==> config.mk <==
export PLATFORM = sky130hd
export DESIGN_NAME = fst_run
export DESIGN_NICKNAME = d
export VERILOG_FILES = /design/src/sv/fst_pkg.sv /design/src/sv/fst_run.sv
export SDC_FILE = /design/constraint.sdc
export NUM_CORES = 1
export LEC_CHECK = 0
export ABC_CLOCK_PERIOD_IN_PS = 4000
export BUFFER_PORTS_ARGS = -buffer_cell sky130_fd_sc_hd__buf_2
export CORE_AREA = 8 8 69 59
export DETAILED_ROUTE_END_ITERATION = 7
export DIE_AREA = 0 0 77 67
export GPL_TIMING_DRIVEN = 0
export PLACE_DENSITY = 0.73
export SLEW_MARGIN = 25
export SYNTH_ARGS = -nofsm -noshare
export SYNTH_HDL_FRONTEND = slang
export SYNTH_SLANG_ARGS = --single-unit
==> constraint.sdc <==
create_clock -name aclk -period 4 [get_ports aclk]
set_input_delay 0 -clock aclk [delete_from_list [all_inputs] [get_ports aclk]]
set_output_delay 0 -clock aclk [all_outputs]
set_load 0.03 [all_outputs]
==> src/sv/fst_pkg.sv <==
`default_nettype none
package fst_pkg;

    localparam int PIX_BITS = 8;
    localparam int THR_BITS = 8;
    localparam int LEN_BITS = 5;

    localparam logic [LEN_BITS-1:0] LEN_MAX        = 5'd31;
    localparam logic [LEN_BITS-1:0] RUN_NEEDED_RST = 5'd12;
    localparam logic [THR_BITS-1:0] THRESHOLD_RST  = 8'd51;

    // configuration register indexes
    localparam logic REG_RUN_NEEDED = 1'b0;
    localparam logic REG_THRESHOLD  = 1'b1;

    localparam int QUEUE_DEPTH = 2;
    localparam int QPTR_BITS   = 1;
    localparam int QCNT_BITS   = 2;

    typedef enum logic [1:0] {
        CLS_SIMILAR  = 2'd0,
        CLS_BRIGHTER = 2'd1,
        CLS_DARKER   = 2'd2
    } cls_t;

    typedef struct packed {
        cls_t cls;
        logic last;
    } fst_word_t;

endpackage
`default_nettype wire

==> src/sv/fst_run.sv <==
`default_nettype none
module fst_run
    import fst_pkg::*;
(
    input  wire logic                aclk,
    input  wire logic                aresetn,
    input  wire logic [LEN_BITS-1:0] run_needed,
    input  wire logic                q_valid,
    output logic                     q_ready,
    input  wire fst_word_t           q_word,
    output logic                     m_tvalid,
    input  wire logic                m_tready,
    output logic                     is_corner
);

    logic [LEN_BITS-1:0] run_length_reg, run_length_next;
    cls_t                run_class_reg, run_class_next;
    logic [LEN_BITS-1:0] lead_length_reg, lead_length_next;
    cls_t                lead_class_reg, lead_class_next;
    logic                lead_open_reg, lead_open_next;
    logic                found_reg, found_next;
    logic                m_tvalid_reg, m_tvalid_next;
    logic                is_corner_reg, is_corner_next;

    logic [LEN_BITS-1:0] rl;
    cls_t                rc;
    logic [LEN_BITS-1:0] ll;
    cls_t                lc;
    logic                lo;
    logic                fnd;
    logic [LEN_BITS:0]   sum;
    logic [LEN_BITS-1:0] sum_sat;
    logic                wrap_hit;
    logic                pop;

    // hold off while a result waits, so it is never overwritten
    assign q_ready = !m_tvalid_reg || m_tready;
    assign pop     = q_valid && q_ready;

    always_comb begin
        rl = run_length_reg;
        rc = run_class_reg;
        ll = lead_length_reg;
        lc = lead_class_reg;
        lo = lead_open_reg;

        if (q_word.cls == CLS_SIMILAR) begin
            rl = '0;
            rc = CLS_SIMILAR;
            lo = 1'b0;
        end else if (q_word.cls == run_class_reg && run_length_reg != '0) begin
            if (run_length_reg != LEN_MAX) begin
                rl = run_length_reg + 1'b1;
            end
        end else begin
            if (run_length_reg != '0) begin
                lo = 1'b0;
            end
            rl = LEN_BITS'(1);
            rc = q_word.cls;
        end

        if (lo) begin
            ll = rl;
            lc = rc;
        end

        fnd = found_reg || (rl >= run_needed);

        // run at the end joined with the leading run wraps around the ring
        sum      = {1'b0, rl} + {1'b0, ll};
        sum_sat  = sum[LEN_BITS] ? LEN_MAX : sum[LEN_BITS-1:0];
        wrap_hit = !lo && rc != CLS_SIMILAR && rc == lc && rl != '0 && ll != '0
                   && sum_sat >= run_needed;
    end

    always_comb begin
        run_length_next  = run_length_reg;
        run_class_next   = run_class_reg;
        lead_length_next = lead_length_reg;
        lead_class_next  = lead_class_reg;
        lead_open_next   = lead_open_reg;
        found_next       = found_reg;
        m_tvalid_next    = m_tvalid_reg && !m_tready;
        is_corner_next   = is_corner_reg;
        if (pop) begin
            if (q_word.last) begin
                run_length_next  = '0;
                run_class_next   = CLS_SIMILAR;
                lead_length_next = '0;
                lead_class_next  = CLS_SIMILAR;
                lead_open_next   = 1'b1;
                found_next       = 1'b0;
                m_tvalid_next    = 1'b1;
                is_corner_next   = fnd || wrap_hit;
            end else begin
                run_length_next  = rl;
                run_class_next   = rc;
                lead_length_next = ll;
                lead_class_next  = lc;
                lead_open_next   = lo;
                found_next       = fnd;
            end
        end
    end

    always_ff @(posedge aclk) begin
        if (!aresetn) begin
            run_length_reg  <= '0;
            run_class_reg   <= CLS_SIMILAR;
            lead_length_reg <= '0;
            lead_class_reg  <= CLS_SIMILAR;
            lead_open_reg   <= 1'b1;
            found_reg       <= 1'b0;
            m_tvalid_reg    <= 1'b0;
        end else begin
            run_length_reg  <= run_length_next;
            run_class_reg   <= run_class_next;
            lead_length_reg <= lead_length_next;
            lead_class_reg  <= lead_class_next;
            lead_open_reg   <= lead_open_next;
            found_reg       <= found_next;
            m_tvalid_reg    <= m_tvalid_next;
        end
    end

    always_ff @(posedge aclk) begin
        is_corner_reg <= is_corner_next;
    end

    assign m_tvalid  = m_tvalid_reg;
    assign is_corner = is_corner_reg;

endmodule
`default_nettype wire

=== Word-level counts from Yosys, hierarchy flattened ===
Index checks and enable logic that the tools add are counted.

* Reduce and logical (&&, ||, !) cells: 20
* $add $sub $neg: 2
* Mux-type cells: 19
* Order comparisons: 2
* Equality and inequality tests: 3

{| class="wikitable"
|+ Operators with widths
! operator !! number
|-
| 2-to-1 mux 5 bit || 7
|-
| nonzero test 5 bit || 3
|-
| >= comparator 5 bit || 2
|-
| 2-to-1 mux 2 bit || 5
|-
| logical AND 1 bit || 8
|-
| 2-to-1 mux 1 bit || 7
|-
| adder 5 x 5 -> 6 bit || 1
|-
| adder 5 x 1 -> 5 bit (second input constant) || 1
|-
| inequality test 5 bit (second input constant) || 1
|-
| equality test 2 bit || 2
|-
| zero test 1 bit || 3
|-
| logical OR 1 bit || 3
|-
| zero test 2 bit || 1
|-
| AND reduction 2 bit || 1
|-
| nonzero test 2 bit || 1
|}

* Output and inout port bits: 3
* Register bits: 18
* Word-level logic and storage cells: 54
* Input bits: 12

=== Logic depth before layout (Yosys ltp) ===
Gate-level depths: netlist (run 1).

* Word-level depth: 11
* Gate-level depth with buffers: 18
* Gate-level depth less buffers: 18

=== Worst setup path after synthesis (run 1) ===
No wires, ideal clock.

* Kind: register -> register
* From: register run_length_reg[0]
* To: register is_corner_reg, in the netlist is_corner (data pin)
* Data arrival time: 3.628 ns
* Path slack: 0.117 ns
* Clock period less this slack: 3.883 ns
* Required time: 3.744 ns
* Setup time: 0.256 ns
* Stages on the path, launching flop included: 18
* Path buffers: 0
* Cells stage by stage: dfxtp_1 inv_1 ha_1 nor4b_2 or4_2 nor2_1 ha_1 a21o_1 o211ai_1 o211ai_1 nand3_1 and3b_1 ha_1 nand2b_1 a211o_1 o2111ai_1 nand2_1 a41o_1

* Longest elaborated chain between the ends: 11
* Elaborated cells on any way between the ends: 30
* Classes of those cells: add/sub (2); order compare (2); eq/ne (2); mux (11); reduce/logical (13)

{| class="wikitable"
|+ Ends and longest elaborated chain
! element !! line !! source
|-
| start: declaration || fst_run.sv:16 || <nowiki>logic [LEN_BITS-1:0] run_length_reg, run_length_next;</nowiki>
|-
| start signal: assignment || fst_run.sv:117 || <nowiki>run_length_reg <= run_length_next;</nowiki>
|-
| branches (longest 10 deep; another with adder 5 x 5 -> 6 bit) || - ||
|-
| logical OR 1 bit * || fst_run.sv:95 || <nowiki>is_corner_next = fnd || wrap_hit;</nowiki>
|-
| end signal: assignment || fst_run.sv:128 || <nowiki>is_corner_reg <= is_corner_next;</nowiki>
|-
| end: declaration || fst_run.sv:23 || <nowiki>logic is_corner_reg, is_corner_next;</nowiki>
|}

Mark *: on every way between the ends.
A chain may end at the register's enable or synchronous reset.

=== Worst setup path in the final report (run 1) ===
* From: register run_length_reg[1]
* To: register is_corner_reg, in the netlist is_corner (data pin)

The elaborated chain is that of the path after synthesis.

==> flow_summary_export.csv, run 1 <==
group,metric,value,unit
layout,nNetsFinal,233,
critical_path,critPathMaxFanout,5,
sta,slew_viol_final,0,
clocking,cts_made_buffers,3,
die,io_pins,15,
critical_path,critPathKind,"flip-flop to flip-flop",
clocking,cts_root_buffer,"clkbuf_8",
routing,routedWlPerCell,15.5,um
die,die_w,77,um
layout,fillers,283,
logic_synthesis,yosys_most_used_dff,"dfxtp_1",
sta,fin_ws,0.147,ns
clocking,clk_latency,0.26,ns
sta,finalSetupViolations,0,
logic_synthesis,avgSynthCellArea,8.05,um2
critical_path,path_cells,"inv_1, ha_1, nor4b_4, or4_4, nor2_4, ha_1, a21o_1, o211ai_1, o211ai_1, nand3_2, and3b_1, ha_1, nand2b_1, a211o_1, o2111ai_1, nand2_1, a41o_1",
sta,finalHoldViolCount,0,
die,dieArea,0.00516,mm2
layout,layout-drive-gt1-share,17.6,%
logic_synthesis,async_flop_share,0,%
logic_synthesis,seq_area_frac_synth,25.0,%
global_routing,antenna_found_initial,0,
global_routing,grt_start_max_net_pins,11,
global_routing,grt_pass1_wl,6100,um
routing,drcViolationCount,0,
routing,routed_via_density,5.78,
logic_synthesis,syn_nets,212,
sta,period_minus_slack,3.85,ns
clocking,clockBufferDepth,2,
clocking,cts_tree,"yes",
routing,drtIter0Drc,82,
logic_synthesis,ys_seq_elements,18,
sta,fin_crit_sh,96.3,%
layout,diodes,0,
run,max-cap-violations,0,
routing,drt-pass1-iter-count,4,
sta,setup_tns,0,ns
critical_path,cp.arrival,3.87,ns
critical_path,crit_slowest_cell,"or4_4",
logic_synthesis,yosysWarnings,0,
critical_path,cp-end-kind,"flip-flop",
layout,fin_util,58.7,%
sta,maxSlewHeadroom,55.8,%
routing,ant_nets,0,
logic_synthesis,synth_edf_count,1,
place,io_buffer_count,13,
power,power_density,244,mW/mm2
place,dpl_worst_slack,-0.270,ns
global_routing,track_usage,14.5,%
die,die_h,67,um
layout,syn_to_final_growth,17.8,%
critical_path,path_buf_inv,1,
sta,skew,0.00110,ns
critical_path,start_kind,"flip-flop",
power,p_leak,0.723,nW
critical_path,critPathMaxStageDelay,0.54,ns
logic_synthesis,syn_inst,184,
die,initial_core_util,49.8,%
critical_path,critPathRequiredTime,4.02,ns
clocking,ctsHtreeMaxLevel,1,
routing,totalWireLength,3770,um
sta,worst_pin_slew,0.657,ns
die,core.rowCount,18,
run_status,status,"complete, no violations",
logic_synthesis,synth.distinct_cells,46,
clocking,cts.sinks,18,
global_routing,first_global_vias,1348,
sta,fmax,260,MHz
global_routing,grt.overflow.total,0,
die,core_region_area,0.00297,mm2
critical_path,crit_family,"simple AND/OR/NAND/NOR gates",
place,dpl.hpwl,2840,um
logic_synthesis,synth_area,0.00148,mm2
place,place_congestion,0.919,
worst_hold_path,hold_path_class,"primary input to flip-flop",
routing,vias,1411,
power,ir_drop,183,uV
clocking,path_clk_slew,0.07,ns
critical_path,worst_path_most_repeated_cell,"ha_1",
## layer usage
metal | wire, um | vias to the layer above | global-route usage [%] | share of wire [%]
met4 | 8 | 0 | 3.76 | 0.21
met3 | 167 | 2 | 3.23 | 4.4
met5 | 0 | - | 0 | 0
met2 | 1790 | 46 | 24.4 | 47
met1 | 1800 | 650 | 18.3 | 48
li1 | - | 713 | - | -
## cells by family (layout without fill, tap and decap cells)
group	after synthesis	after routing	synth area share, %
AND/OR/NAND/NOR	71	71	26.1
AO/OA/AOI/OAI	52	52	24.1
buffers and inverters	19	39	5.40
flip-flops	18	18	25.0
adder cells (fa/ha/maj)	17	17	14.7
XOR/XNOR	6	6	4.05
multiplexers	1	1	0.676
## cells in the final DEF, fill, tap and decap left out, types with 2 or more instances in the layout
| master | count |
|---|---|
| clkbuf_1 | 3 |
| nand2_1 | 12 |
| a21oi_1 | 10 |
| clkbuf_8 | 4 |
| or3_1 | 2 |
| dfxtp_1 | 16 |
| nand3_1 | 6 |
| o211ai_1 | 4 |
| and2_1 | 4 |
| a211o_1 | 2 |
| nor4_1 | 2 |
| a22oi_1 | 9 |
| xnor2_1 | 4 |
| nor3b_1 | 2 |
| buf_2 | 13 |
| a32oi_1 | 4 |
| nand2b_1 | 3 |
| nor2b_1 | 15 |
| ha_1 | 15 |
| a21oi_2 | 2 |
| o21ai_0 | 8 |
| nand4_1 | 3 |
| a21o_1 | 2 |
| buf_4 | 3 |
| inv_1 | 14 |
| nor2_1 | 10 |
| nor3_1 | 3 |
## synth_stat cells, types with 3 or more instances
cell type / count / area share (%)
a21oi_1: 12 / 4.1
a22oi_1: 9 / 4.6
a32oi_1: 4 / 2.4
and2_1: 4 / 1.7
clkbuf_1: 3 / 0.76
dfxtp_1: 17 / 23
ha_1: 15 / 13
inv_1: 14 / 3.5
nand2_1: 13 / 3.3
nand2b_1: 3 / 1.3
nand3_1: 7 / 2.4
nand4_1: 3 / 1.3
nor2_1: 12 / 3.0
nor2b_1: 15 / 6.3
nor3_1: 3 / 1.0
o211ai_1: 4 / 2.0
o21ai_0: 9 / 3.0
xnor2_1: 4 / 2.4
## through the flow
step / std cells / instance area [um2] / hold WS, ns / total power [mW]
2_1_floorplan: 184 / 1480 / 0.128 / 0.247
3_3_place_gp: 237 / 1600 / 0.309 / 0.267
3_5_place_dp: 237 / 1600 / 0.327 / 0.270
4_1_cts: 242 / 1680 / 0.0436 / 0.422
5_1_grt: 244 / 1750 / 0.0649 / 0.447
6_report: 244 / 1750 / 0.0522 / 0.426
## what timing repair did
item	CTS	global route
gates cloned	0	0
pin swaps	0	1
hold buffers	0	0
buffers inserted	1	2
resized for setup	6	10
endpoints found under the setup margin	1	1
## final timing paths
kind,cells after the start,slack [ns],endpoint,from
max reg2reg,17,0.15,is_corner$_DFFE_PP_,run_length_reg[1]$_SDFFE_PN0P_
max,17,0.15,is_corner$_DFFE_PP_,run_length_reg[1]$_SDFFE_PN0P_
min,3,0.05,run_class_reg[1]$_SDFFE_PN0P_,q_word[2]
min reg2reg,2,0.53,lead_open_reg$_SDFFE_PN1P_,lead_open_reg$_SDFFE_PN1P_
## cell type report
class / instances / area, um2 / area share, %
multi-input cells: 147 / 1100 / 63.1
inverters: 14 / 52.6 / 3.01
plain buffers: 5 / 27.5 / 1.58
well taps: 40 / 50.0 / 2.87
flip-flops and latches: 18 / 372 / 21.3
repair buffers: 16 / 87.6 / 5.02
clock buffers: 4 / 55.1 / 3.15
## power by group
group          switching [mW]  internal (mW)  leakage (nW)  total, mW
Clock                  0.0642         0.0876        0.0288      0.152
Sequential            0.00345          0.185         0.148      0.189
Combinational          0.0504         0.0351         0.547     0.0855
## worst reg2reg max path, stage by stage (launching register included)
cell and delay [ns]:
dfxtp_1 0.40, inv_1 0.09, ha_1 0.18, nor4b_4 0.14, or4_4 0.54, nor2_4 0.17
ha_1 0.24, a21o_1 0.19, o211ai_1 0.18, o211ai_1 0.15, nand3_2 0.15, and3b_1 0.17
ha_1 0.21, nand2b_1 0.14, a211o_1 0.30, o2111ai_1 0.09, nand2_1 0.08, a41o_1 0.18
No activity file was read; power rests on OpenSTA's default activity.
==> run 2: changes to the inputs <==
==> config.mk (replaced) <==
export PLATFORM = sky130hd
export DESIGN_NAME = fst_run
export DESIGN_NICKNAME = d
export VERILOG_FILES = /design/src/sv/fst_pkg.sv /design/src/sv/fst_run.sv
export SDC_FILE = /design/constraint.sdc
export NUM_CORES = 1
export LEC_CHECK = 0
export ABC_CLOCK_PERIOD_IN_PS = 4000
export CORE_AREA = 8 8 66 57
export DETAILED_ROUTE_END_ITERATION = 7
export DIE_AREA = 0 0 74 65
export DONT_BUFFER_PORTS = 1
export PLACE_DENSITY = 0.74
export SLEW_MARGIN = 25
export SYNTH_ARGS = -nofsm -noshare
export SYNTH_HDL_FRONTEND = slang
export SYNTH_SLANG_ARGS = --single-unit
==> run 2 against run 1 <==
  * Maximum frequency increased by 0.38%
  * Worst hold slack got worse by 0.011 ns
  * Sequential power hardly changed
  * Sequential share of layout area rose by 0.46 points
  * Worst setup slack improved by 0.014 ns
  * Core utilization increased by 6.2 points
  * Global-route usage up 1.6 points
  * Final cell count down 2.5%
  * Combinational power decreased by 2.9%
  * Count of clock-buffer cells in the layout unchanged
  * Wire length up 4.2%
==> flow_summary_export.csv, run 2 (synthesis gave the netlist of run 1 again) <==
group,metric,value,unit
critical_path,cp-end-kind,"flip-flop",
routing,vias,1447,
critical_path,crit_family,"compound AO/OA/AOI/OAI gates",
critical_path,critPathRequiredTime,4.06,ns
layout,layout-drive-gt1-share,14.0,%
critical_path,critPathMaxFanout,5,
power,power_density,226,mW/mm2
critical_path,cp.depth,18,
clocking,path_clk_slew,0.12,ns
global_routing,first_global_vias,1401,
worst_hold_path,hold_path_class,"primary input to flip-flop",
critical_path,path_cells,"inv_1, ha_1, nor4b_4, buf_4, or3_1, o2bb2ai_2, ha_1, a21o_1, o211ai_1, o211ai_1, nand3_1, and3b_1, ha_1, nand2b_1, a211o_1, o2111ai_1, nand2_1, a41o_1",
routing,ant_nets,0,
global_routing,grt_pass1_wl,6240,um
worst_hold_path,worstHoldStart,"q_valid",
critical_path,rr_startpoint,"run_length_reg[0]$_SDFFE_PN0P_",
global_routing,grt_start_max_net_pins,18,
layout,nNetsFinal,229,
routing,drtIter0Drc,83,
die,die_h,65,um
critical_path,start_kind,"flip-flop",
sta,skew,0.0126,ns
power,p_leak,0.708,nW
global_routing,track_usage,16.1,%
sta,slew_viol_final,0,
layout,fin_util,64.9,%
power,fin_total_pwr,0.390,mW
power,ir_drop,235,uV
routing,drt-pass1-iter-count,4,
place,io_buffer_count,0,
critical_path,crit_slowest_cell,"dfxtp_4",
clocking,cts_made_buffers,3,
sta,finalHoldViolCount,0,
worst_hold_path,min_path_cells,2,
critical_path,critPathMaxStageDelay,0.39,ns
sta,finalSetupViolations,0,
die,core.rowCount,17,
critical_path,path_buf_inv,2,
clocking,cts_root_buffer,"clkbuf_4",
die,core_region_area,0.00266,mm2
critical_path,setup.worst_path.start,"run_length_reg[0]$_SDFFE_PN0P_",
die,io_pins,15,
layout,fin_cells,238,
clocking,clockBufferDepth,2,
global_routing,grt.overflow.total,0,
critical_path,r2r_cells,18,
layout,syn_to_final_growth,16.5,%
critical_path,worst_path_most_repeated_cell,"ha_1",
clocking,cts.sinks,18,
sta,fin_crit_sh,96.0,%
run,max-cap-violations,0,
clocking,cts_tree,"yes",
routing,drcViolationCount,0,
critical_path,critPathKind,"flip-flop to flip-flop",
clocking,clk_latency,0.31,ns
routing,routedWlPerCell,16.5,um
global_routing,antenna_found_initial,0,
die,initial_core_util,55.7,%
die,die_w,74,um
routing,totalWireLength,3930,um
sta,worst_pin_slew,0.875,ns
place,dp_cells,229,
sta,period_minus_slack,3.84,ns
sta,maxSlewHeadroom,41.4,%
place,dpl.hpwl,2990,um
critical_path,cp.arrival,3.90,ns
clocking,ctsHtreeMaxLevel,1,
place,place_congestion,0.946,
layout,mostFrequentLayoutCells,"nor2b_1, ha_1, dfxtp_1, inv_1",
layout,diodes,0,
die,dieArea,0.00481,mm2
routing,routed_via_density,6.08,
sta,fmax,261,MHz
run_status,status,"complete, no violations",
## run 2: worst register-to-register path: stages (launching register included)
cell and delay [ns]:
dfxtp_4 0.39, inv_1 0.08, ha_1 0.21, nor4b_4 0.14, buf_4 0.16, or3_1 0.39, o2bb2ai_2 0.16, ha_1 0.24
a21o_1 0.19, o211ai_1 0.16, o211ai_1 0.15, nand3_1 0.14, and3b_1 0.18, ha_1 0.22, nand2b_1 0.14, a211o_1 0.28
o2111ai_1 0.10, nand2_1 0.07, a41o_1 0.17
## run 2: area by class of cell
type / count / area, um2
multi-input cells: 147 / 1070
repair buffers: 17 / 140
fillers: 240 / 933
well taps: 38 / 47.5
flip-flops and latches: 18 / 375
inverters: 14 / 52.6
clock buffers: 4 / 36.3
## run 2: metrics by stage
stage               cell area (um2)  setup WS (ns)  hold WS [ns]   TNS, ns
CTS                            1680       0.000755        0.0398         0
detailed placement             1590         0.0141        0.0799         0
floorplan                      1480          0.117         0.128         0
finish                         1730          0.162        0.0409         0
global placement               1590         0.0923        0.0787         0
global route                   1730       -0.00995        0.0464  -0.00995
## run 2: timing repair
item / 4_1_cts / 5_1_grt
gates resized for setup: 1 / 14
endpoints found under the setup margin: 1 / 1
endpoints found under the hold margin: 18 / 0
setup buffers: 0 / 0
pin swaps: 0 / 2
cloned: 0 / 0
hold buffers: 5 / 0
## run 2: worst paths after layout
kind | end | slack (ns)
setup / recovery | is_corner$_DFFE_PP_ | 0.16
hold reg to reg | lead_class_reg[0]$_SDFFE_PN0P_ | 0.56
hold / removal | found_reg$_SDFFE_PN0P_ | 0.04
setup reg to reg | is_corner$_DFFE_PP_ | 0.16
## run 2: report_power, final
| group | internal, mW | switching [mW] | total [mW] |
|---|---|---|---|
| sequential | 0.185 | 0.00569 | 0.191 |
| combinational | 0.0372 | 0.0459 | 0.0830 |
| clock | 0.0555 | 0.0609 | 0.116 |
| total | 0.278 | 0.112 | 0.390 |
## run 2: routing by layer
metal	wire, um	vias up	GRT usage (%)	part of all wire (%)
li1	-	701	-	-
met4	13	0	4.73	0.33
met1	1710	684	19.5	44
met2	1890	60	26.6	48
met5	0	-	0	0
met3	317	2	4.61	8.1
